## config.mk

```make
export PLATFORM = sky130hd
export DESIGN_NAME = kufef_useq
export DESIGN_NICKNAME = d
export VERILOG_FILES = /design/src/kufef_pkg.sv /design/src/kufef_useq.sv
export SDC_FILE = /design/constraint.sdc
export NUM_CORES = 1
export LEC_CHECK = 0
export BUFFER_PORTS_ARGS = -buffer_cell sky130_fd_sc_hd__clkbuf_2
export CAP_MARGIN = 20
export CORE_UTILIZATION = 29
export CTS_CLUSTER_SIZE = 20
export DETAILED_ROUTE_END_ITERATION = 10
export GPL_TIMING_DRIVEN = 1
export PLACE_DENSITY_LB_ADDON = 0.3
export SYNTH_ARGS = -nofsm -noshare
export SYNTH_HDL_FRONTEND = slang
export SYNTH_SLANG_ARGS = --single-unit
```

## constraint.sdc

```tcl
create_clock -name clk -period 3.94 [get_ports clk]
set_clock_uncertainty 0.05 [all_clocks]
set_input_delay 0.591 -clock clk [delete_from_list [all_inputs] [get_ports clk]]
set_output_delay 0.591 -clock clk [all_outputs]
set_load 0.02 [all_outputs]
```

## src/kufef_pkg.sv

```systemverilog
// Package: widths, control word and microprogram of the Kruskal union-find edge filter.
`default_nettype none

package kufef_pkg;

  localparam int NODE_COUNT   = 1024;
  localparam int NODE_W       = $clog2(NODE_COUNT);
  localparam int NODE_FIELD_W = 10;
  localparam int WEIGHT_W     = 32;
  localparam int TOTAL_W      = 48;
  localparam int UPC_W        = 4;

  localparam logic [TOTAL_W-1:0] TOTAL_MAX = '1;

  typedef logic [NODE_W-1:0] node_t;
  typedef logic [UPC_W-1:0]  upc_t;

  typedef enum logic [UPC_W-1:0] {
    ST_CLEAR,
    ST_WAIT,
    ST_START,
    ST_RD_A,
    ST_WALK_A,
    ST_CHK_A,
    ST_CMP_A,
    ST_SWAP,
    ST_RD_B,
    ST_WALK_B,
    ST_CHK_B,
    ST_CMP_B,
    ST_LINK_CHK,
    ST_LINK,
    ST_RESULT
  } step_t;

  typedef enum logic [3:0] {
    CND_NEVER,
    CND_ALWAYS,
    CND_IN_FIRE,
    CND_OUT_FREE,
    CND_CLR_DONE,
    CND_OUT_RANGE,
    CND_PAR_NE,
    CND_CUR_IS_ROOT,
    CND_ROOTS_EQ
  } cond_sel_t;

  typedef enum logic [1:0] {
    RD_ROOT,
    RD_RDATA,
    RD_CUR
  } rd_sel_t;

  typedef enum logic [1:0] {
    WA_CUR,
    WA_RA,
    WA_CNT
  } wa_sel_t;

  typedef enum logic [1:0] {
    LD_HOLD,
    LD_NODE_A,
    LD_NODE_B,
    LD_RDATA
  } ld_sel_t;

  typedef struct packed {
    logic      in_ready;
    logic      we;
    wa_sel_t   wa;
    rd_sel_t   rd;
    ld_sel_t   cur_ld;
    ld_sel_t   root_ld;
    logic      ra_ld;
    logic      clr_acc;
    logic      accum;
    logic      load_out;
    logic      clr_inc;
    logic      wait_c;
    cond_sel_t cond;
    step_t     target;
  } ctl_t;

  typedef struct packed {
    logic in_fire;
    logic out_free;
    logic clr_done;
    logic out_range;
    logic par_ne;
    logic cur_is_root;
    logic roots_eq;
  } flags_t;

  // Microprogram. A taken condition jumps to target; otherwise the step
  // either holds (wait_c) or falls through to the next one.
  function automatic ctl_t ucode(input upc_t pc);
    ctl_t c;
    c = '0;
    unique case (pc)
      ST_CLEAR: begin
        c.we      = 1'b1;
        c.wa      = WA_CNT;
        c.clr_inc = 1'b1;
        c.wait_c  = 1'b1;
        c.cond    = CND_CLR_DONE;
        c.target  = ST_WAIT;
      end
      ST_WAIT: begin
        c.in_ready = 1'b1;
        c.wait_c   = 1'b1;
        c.cond     = CND_IN_FIRE;
        c.target   = ST_START;
      end
      ST_START: begin
        c.cur_ld  = LD_NODE_A;
        c.root_ld = LD_NODE_A;
        c.clr_acc = 1'b1;
        c.cond    = CND_OUT_RANGE;
        c.target  = ST_RESULT;
      end
      ST_RD_A: begin
        c.rd = RD_ROOT;
      end
      ST_WALK_A: begin
        c.rd      = RD_RDATA;
        c.root_ld = LD_RDATA;
        c.cond    = CND_PAR_NE;
        c.target  = ST_WALK_A;
      end
      ST_CHK_A: begin
        c.rd     = RD_CUR;
        c.cond   = CND_CUR_IS_ROOT;
        c.target = ST_SWAP;
      end
      ST_CMP_A: begin
        c.we     = 1'b1;
        c.wa     = WA_CUR;
        c.cur_ld = LD_RDATA;
        c.cond   = CND_ALWAYS;
        c.target = ST_CHK_A;
      end
      ST_SWAP: begin
        c.ra_ld   = 1'b1;
        c.cur_ld  = LD_NODE_B;
        c.root_ld = LD_NODE_B;
      end
      ST_RD_B: begin
        c.rd = RD_ROOT;
      end
      ST_WALK_B: begin
        c.rd      = RD_RDATA;
        c.root_ld = LD_RDATA;
        c.cond    = CND_PAR_NE;
        c.target  = ST_WALK_B;
      end
      ST_CHK_B: begin
        c.rd     = RD_CUR;
        c.cond   = CND_CUR_IS_ROOT;
        c.target = ST_LINK_CHK;
      end
      ST_CMP_B: begin
        c.we     = 1'b1;
        c.wa     = WA_CUR;
        c.cur_ld = LD_RDATA;
        c.cond   = CND_ALWAYS;
        c.target = ST_CHK_B;
      end
      ST_LINK_CHK: begin
        c.cond   = CND_ROOTS_EQ;
        c.target = ST_RESULT;
      end
      ST_LINK: begin
        c.we    = 1'b1;
        c.wa    = WA_RA;
        c.accum = 1'b1;
      end
      ST_RESULT: begin
        c.load_out = 1'b1;
        c.wait_c   = 1'b1;
        c.cond     = CND_OUT_FREE;
        c.target   = ST_WAIT;
      end
      default: begin
        c.cond   = CND_ALWAYS;
        c.target = ST_WAIT;
      end
    endcase
    return c;
  endfunction

endpackage

`default_nettype wire

```

## src/kufef_useq.sv

```systemverilog
// Microsequencer: step counter, control store and conditional jump logic.
`default_nettype none

module kufef_useq (
  input  logic              clk,
  input  logic              rst,
  input  kufef_pkg::flags_t flags,
  output kufef_pkg::ctl_t   ctl
);
  import kufef_pkg::*;

  upc_t upc;
  upc_t upc_next;
  logic cond_true;

  assign ctl = ucode(upc);

  always_comb begin
    unique case (ctl.cond)
      CND_NEVER:       cond_true = 1'b0;
      CND_ALWAYS:      cond_true = 1'b1;
      CND_IN_FIRE:     cond_true = flags.in_fire;
      CND_OUT_FREE:    cond_true = flags.out_free;
      CND_CLR_DONE:    cond_true = flags.clr_done;
      CND_OUT_RANGE:   cond_true = flags.out_range;
      CND_PAR_NE:      cond_true = flags.par_ne;
      CND_CUR_IS_ROOT: cond_true = flags.cur_is_root;
      CND_ROOTS_EQ:    cond_true = flags.roots_eq;
      default:         cond_true = 1'b0;
    endcase

    if (cond_true) begin
      upc_next = upc_t'(ctl.target);
    end else if (ctl.wait_c) begin
      upc_next = upc;
    end else begin
      upc_next = upc + 1'b1;
    end
  end

  always_ff @(posedge clk) begin
    if (rst) begin
      upc <= upc_t'(ST_CLEAR);
    end else begin
      upc <= upc_next;
    end
  end

endmodule

`default_nettype wire

```

==> reports/metrics.csv, run 1 <==
metric,value,unit
status,completed,
setup_tns,0,ns
power.total,0.001012,W
fin_nets,154,
worstSetupPathType,reg -> out,
largest_register_ff_count,4,
cts_resized,0,
vias,929,
grt_use_total,16.36,%
drv_cap,0,
gp_congestion,0.7742,
drc_errors,0,
slew_viol_final,0,
cp.arrival,2.09,ns
p_per_area,1054,nW/um2
cp_max_fo,10,
synth.distinct_cells,46,
finalHoldViolations,0,
h-tree-depth,1,
rsz0062_at_grt,false,
core_area,2545,um2
via_per_inst,5.497,
post_cts_buffers,0,
fp-row-count,18,
clk_pin_slew_worst_paths,0.04,ns
hp-class,in -> reg,
grt_pass1_vias,780,
ctsHoldBuffers,0,
overflow,0,
max_stage_delay,0.39,ns
initial_core_util,31.71,%
hold_slack,0.5161,ns
syn-instance-count,115,
ant_nets,0,
irDropWorstVdd,0.5185,mV
io_pins,33,
grt_max_degree,29,
fin_crit_sh,69.22,%
antenna_found_initial,0,
port_buffers,32,
syn_area_per_cell,7.018,um2
dr.pass1.iters,4,
wl_per_cell,13.03,um
syn-num-nets,128,
critPathLaunchType,flop,
fmax,366.7,MHz
synth-seq-area-share,9.922,%
setup_viol,0,
p_leak,0.4437,nW
nFillCells,281,
slowest_stage,ha_1,
clockRootBuffer,clkbuf_4,
synth-seq-cells,4,
top_regs,upc: 4 flops,
crit_required,3.30,ns
async_flop_share,0,%
regMostFlops,upc,
relSlewSlack,37.00,%
postPlaceCellArea,937.1,um2
diodes,0,
synth_edf_count,0,
dpl.hpwl,1654,um
die_height,54.75,um
numCtsBuffers,3,
synthFlopType,dfxtp_1,
drtIter0Drc,21,
crit_chain,"inv_1, ha_1, clkinv_2, nor2_1, nor3_1, a31oi_1, clkbuf_2",
grt_pass1_wl,3539,um
drive_above_1_share,33.81,%
syn_to_final_growth,18.91,%
clk-insertion-delay-late,0.24,ns
min_period,2.727,ns
syn_area,807.0,um2
fp.dieW,54.75,um
cp-end-kind,output port,
cts_tree,done,
ys_warn_count,0,
tightestPinTransition,0.9437,ns
final_area,959.7,um2
dieArea,2998,um2
finalWirelength,2202,um
cts.path.max_buffers,2,
cts_sinks,4,
cell usage in the layout, fill, tap and decap left out, drive strengths merged, types with 2 or more instances in the layout:
cell type  Yosys  routed
a21o           2       2
inv            5       5
a21oi          9       9
nor2          12      12
xnor2          2       2
nand2          9       9
nor3           5       5
o2111ai        2       2
and3           2       2
o21ai         11      11
a311oi         3       3
nand3          4       4
and2           2       2
clkbuf         3      35
a22oi          2       2
dfxtp          4       4
ha             4       4
nor2b          3       3
nor3b          2       2
a31oi          2       2
worst paths after layout:
kind                            startpoint      to  slack (ns)  depth (start not counted)
worst max-delay path                upc[0]  ctl[1]        1.21                          7
worst min-delay path                   rst  upc[1]        0.52                          2
worst max register to register      upc[1]  upc[0]        1.53                          8
worst min register to register      upc[1]  upc[1]        0.61                          2
layer usage:
layer / vias to the layer above / wire, um / global-route usage (%)
li1: 463 / - / -
met1: 433 / 1089 / 23.13
met2: 29 / 985 / 23.49
met3: 4 / 79 / 1.667
met4: 0 / 47 / 9.402
met5: - / 0 / 0
worst max-delay path, delay by kind of cell (launching register included):
kind,cells,cell delay (ns)
AO/OA/AOI/OAI,1,0.23
AND/OR/NAND/NOR,2,0.34
flip-flops,1,0.32
buffers and inverters,3,0.57
adder cells (fa/ha/maj),1,0.39
synthesized netlist by cell type (3+ instances only):
| master | instances | area (um2) |
|---|---|---|
| nand3_1 | 4 | 20.02 |
| nor3_1 | 5 | 25.02 |
| nor2_1 | 12 | 45.04 |
| o21ai_0 | 8 | 40.04 |
| a21oi_1 | 7 | 35.03 |
| nand2_1 | 9 | 33.78 |
| ha_1 | 4 | 50.05 |
| inv_1 | 4 | 15.01 |
| buf_2 | 3 | 15.01 |
| nor2b_1 | 3 | 18.77 |
| clkbuf_1 | 3 | 11.26 |
| dfxtp_1 | 4 | 80.08 |
| buf_4 | 5 | 37.54 |
| a311oi_1 | 3 | 26.28 |
per-stage QoR:
stage	setup WS [ns]	utilization, %	cells
global placement	1.484	36.82	166
CTS	1.191	37.71	169
floorplan	1.458	-	115
finish	1.213	37.71	169
detailed placement	1.449	36.82	166
global route	0.9749	37.71	169
cell type report:
cell class	count	area, um2	area share [%]
Timing Repair Buffer	33	167.7	17.47
Sequential cell	4	80.08	8.344
Inverter	6	23.77	2.477
Tap cell	30	37.54	3.911
Clock buffer	3	22.52	2.347
Multi-Input combinational cell	93	628.1	65.45
power by group:
part	switching (W)	internal, W	total (W)
clock network	0.0000172	0.0000341	0.0000513
registers	0.0000491	0.0000581	0.000107
logic	0.000546	0.000308	0.000853
total	0.000612	0.000400	0.00101
cell families (layout without fill, tap and decap cells):
family,count (synthesis),after routing,share of synthesized area (%)
AOI/OAI and AO/OA,39,39,35.97
xor gates and xnor gates,3,3,3.256
adders and majority gates,4,4,6.202
buffers and inverters,18,42,12.25
DFF,4,4,9.923
muxes,2,2,4.031
and+or+nand+nor,45,45,28.37
Power figures use the tool's default switching activity.
==> run 2, diff against run 1 <==
--- a/config.mk
+++ b/config.mk
@@ -5,6 +5,7 @@
 export SDC_FILE = /design/constraint.sdc
 export NUM_CORES = 1
 export LEC_CHECK = 0
+export ABC_AREA = 1
 export BUFFER_PORTS_ARGS = -buffer_cell sky130_fd_sc_hd__clkbuf_2
 export CAP_MARGIN = 20
 export CORE_UTILIZATION = 29
==> constraint.sdc (replaced) <==
create_clock -name clk -period 2.42 [get_ports clk]
set_clock_uncertainty 0.05 [all_clocks]
set_input_delay 0.363 -clock clk [delete_from_list [all_inputs] [get_ports clk]]
set_output_delay 0.363 -clock clk [all_outputs]
set_load 0.02 [all_outputs]
==> run 2 against run 1 <==
Synthesized cell count is 22% higher. Wire length rose by 1.9%. Clock-buffer cell count did not move. Critical endpoint is now ctl[0]. Largest cell class unchanged.
==> reports/metrics.csv, run 2 <==
metric,value,unit,change
grt_pass1_wl,3422,um,was 3539 um
critPathLaunchType,flop,,unchanged
p_int,0.0006536,W,was 0.0004001 W
core_area,2522,um2,was 2545 um2
dpl.hpwl,1837,um,was 1654 um
syn-instance-count,140,,was 115
die_height,54.01,um,was 54.75 um
diodes,0,,unchanged
syn_area_per_cell,5.604,um2,was 7.018 um2
largest_register_ff_count,4,,unchanged
grt_use_total,15.67,%,was 16.36%
final_area,989.7,um2,was 959.7 um2
final_cells,203,,was 169
p_leak,0.6404,nW,was 0.4437 nW
fp.dieW,54.01,um,was 54.75 um
synthDominantAreaCellType,nand2_1,,was dfxtp_1
sequentialPowerShare,8.0,%,was 10.6%
dieArea,2917,um2,was 2998 um2
drc_errors,0,,unchanged
rsz0062_at_grt,false,,unchanged
numCtsBuffers,3,,unchanged
reg2reg_depth,15,,was 8
irDropWorstVdd,1.048,mV,was 0.5185 mV
fin_nets,188,,was 154
finalHoldViolations,0,,unchanged
synth_edf_count,0,,unchanged
postPlaceCellArea,963.4,um2,was 937.1 um2
r2r-start,upc[1],,unchanged
post_cts_buffers,0,,unchanged
syn_area,784.5,um2,was 807.0 um2
hold_slack,0.2922,ns,was 0.5161 ns
synth.area.top_cells,"nand2_1 (20%), nand3_1 (11%), dfxtp_1 (10%), inv_1 (8.1%), ha_1 (6.4%)",,"was dfxtp_1 (9.9%), ha_1 (6.2%), nor2_1 (5.6%), o21ai_0 (5.0%), buf_4 (4.7%)"
tightestPinTransition,0.4603,ns,was 0.9437 ns
final_cell_mix,"nand2_1 (41), clkbuf_2 (32), nand3_1 (18), inv_1 (17), nor2_1 (11)",,"was clkbuf_2 (32), nor2_1 (12), nand2_1 (9), o21ai_0 (8), a21oi_1 (7)"
synthTopCellsByCount,"nand2_1 (41), nand3_1 (18), inv_1 (17), nor2_1 (12), nand2_2 (7)",,"was nor2_1 (12), nand2_1 (9), o21ai_0 (8), a21oi_1 (7)"
p_per_area,1806,nW/um2,was 1054 nW/um2
async_flop_share,0,%,unchanged
clk_pin_slew_worst_paths,0.03,ns,was 0.04 ns
ctsHoldBuffers,0,,unchanged
cp.arrival,1.90,ns,was 2.09 ns
cp_max_fo,7,,was 10
drtIter0Drc,32,,was 21
power.total,0.001787,W,was 0.001012 W
min_period,2.308,ns,
cp-end-kind,output port,,unchanged
hp-class,in -> reg,,unchanged
antenna_found_initial,0,,unchanged
grt_max_degree,10,,was 29
io_pins,33,,unchanged
clk-insertion-delay-late,0.23,ns,was 0.24 ns
fmax,433.3,MHz,
via_per_inst,4.828,,was 5.497
wl_per_cell,11.05,um,was 13.03 um
clock_power_share,4.5,%,was 5.1%
port_buffers,32,,unchanged
nFillCells,284,,was 281
overflow,0,,unchanged
setup_viol,0,,unchanged
setup_tns,0,ns,unchanged
ant_nets,0,,unchanged
cts_sinks,4,,unchanged
synthFlopType,dfxtp_1,,unchanged
worstSetupPathType,reg -> out,,unchanged
regMostFlops,upc,,unchanged
ys_warn_count,0,,unchanged
fin_crit_sh,95.37,%,
syn_to_final_growth,26.16,%,was 18.91%
final_common_cell,nand2_1,,was clkbuf_2
cts_resized,0,,unchanged
top_regs,upc: 4 flops,,unchanged
yosysMostFrequentCell,nand2_1,,was nor2_1
cts_tree,done,,unchanged
reg2reg_to,upc[2],,was upc[0]
synth-seq-cells,4,,unchanged
drv_cap,0,,unchanged
drive_above_1_share,36.42,%,was 33.81%
relSlewSlack,69.03,%,was 37.00%
cts.path.max_buffers,2,,unchanged
p_switching,0.001133,W,was 0.0006118 W
gp_congestion,0.9598,,was 0.7742
dr.pass1.iters,4,,unchanged
h-tree-depth,1,,unchanged
clockRootBuffer,clkbuf_4,,unchanged
syn-num-nets,153,,was 128
combPwrFrac,87.6,%,was 84.3%
slew_viol_final,0,,unchanged
crit_required,2.01,ns,was 3.30 ns
placedCellCount,200,,was 166
finalWirelength,2243,um,was 2202 um
initial_core_util,31.10,%,was 31.71%
synth-seq-area-share,10.21,%,was 9.922%
vias,980,,was 929
switching_share,63.42,%,was 60.46%
ff2ff_setup_slack,0.34,ns,was 1.53 ns
synth.distinct_cells,22,,was 46
startpoint,upc[1],,was upc[0]
synthDominantCellAreaShare,19.62,%,was 9.922%
grt_pass1_vias,827,,was 780
crit_end,ctl[0],,was ctl[1]
status,completed,,unchanged
fp-row-count,18,,unchanged
-- run 2: cell types whose count changed after synthesis, sizes merged, moves of 3 or more --
cell    delta
buf        -5
nor3       -4
nand4      +3
nor2       +5
inv       +17
clkbuf     -3
a311oi     -3
nand2     +41
o21ai      -8
nor2b      -3
nand3     +19
a21oi      -5
-- run 2: layer usage --
layer | routed length [um] | up-vias | global-route usage [%]
li1 | - | 507 | -
met1 | 994 | 434 | 19.93
met2 | 1123 | 37 | 27.57
met3 | 102 | 2 | 0.2825
met4 | 23 | 0 | 6.410
met5 | 0 | - | 0
-- run 2: how the worst min path moves through the flow --
stage	start	end	slack, ns	cells after the start
floorplan	rst	upc[0]	0.38	1
global placement	upc[1]	upc[1]	0.48	2
detailed placement	upc[1]	upc[1]	0.49	2
CTS	rst	upc[2]	0.29	2
global route	rst	upc[0]	0.30	2
finish	rst	upc[0]	0.29	2
-- run 2: cells by family after synthesis --
family,count (synthesis),synth area share (%)
AOI/OAI and AO/OA,7,4.465
xor gates and xnor gates,2,2.233
adders and majority gates,4,6.380
buffers and inverters,26,15.47
DFF,4,10.21
and+or+nand+nor,97,61.24
-- run 2: cell type report --
type | instances | area, um2 | area share, %
timing repair buffer | 34 | 175.2 | 17.70
clock buffer | 3 | 22.52 | 2.276
multi-input combinational | 110 | 585.6 | 59.17
tap | 30 | 37.54 | 3.793
sequential | 4 | 81.33 | 8.217
inverter | 22 | 87.58 | 8.850
-- run 2: power by group through the flow --
stage	Clock (W)	Combinational, W	Sequential (W)
4_1_cts	0.0000860	0.00156	0.000141
6_report	0.0000796	0.00156	0.000143
2_1_floorplan	0	0.00122	0.000112
5_1_grt	0.0000858	0.00174	0.000147
3_3_place_gp	0	0.00155	0.000142
3_5_place_dp	0	0.00156	0.000142
-- run 2: worst max-delay path: stages, from the launching register on --
cell and delay, ns:
dfxtp_1 0.40, inv_1 0.09, ha_1 0.27, inv_1 0.12, nand2_1 0.08, nand2_1 0.07, nand2_1 0.05, nor2_1 0.16
nand3_1 0.13, nand4_1 0.12, clkbuf_2 0.18
-- run 2: stage by stage --
stage	utilization [%]	worst slack [ns]
6_report	39.24	0.1120
5_1_grt	39.24	0.01017
4_1_cts	39.09	0.03344
3_5_place_dp	38.19	0.2909
3_3_place_gp	38.19	0.2726
2_1_floorplan	-	0.4363
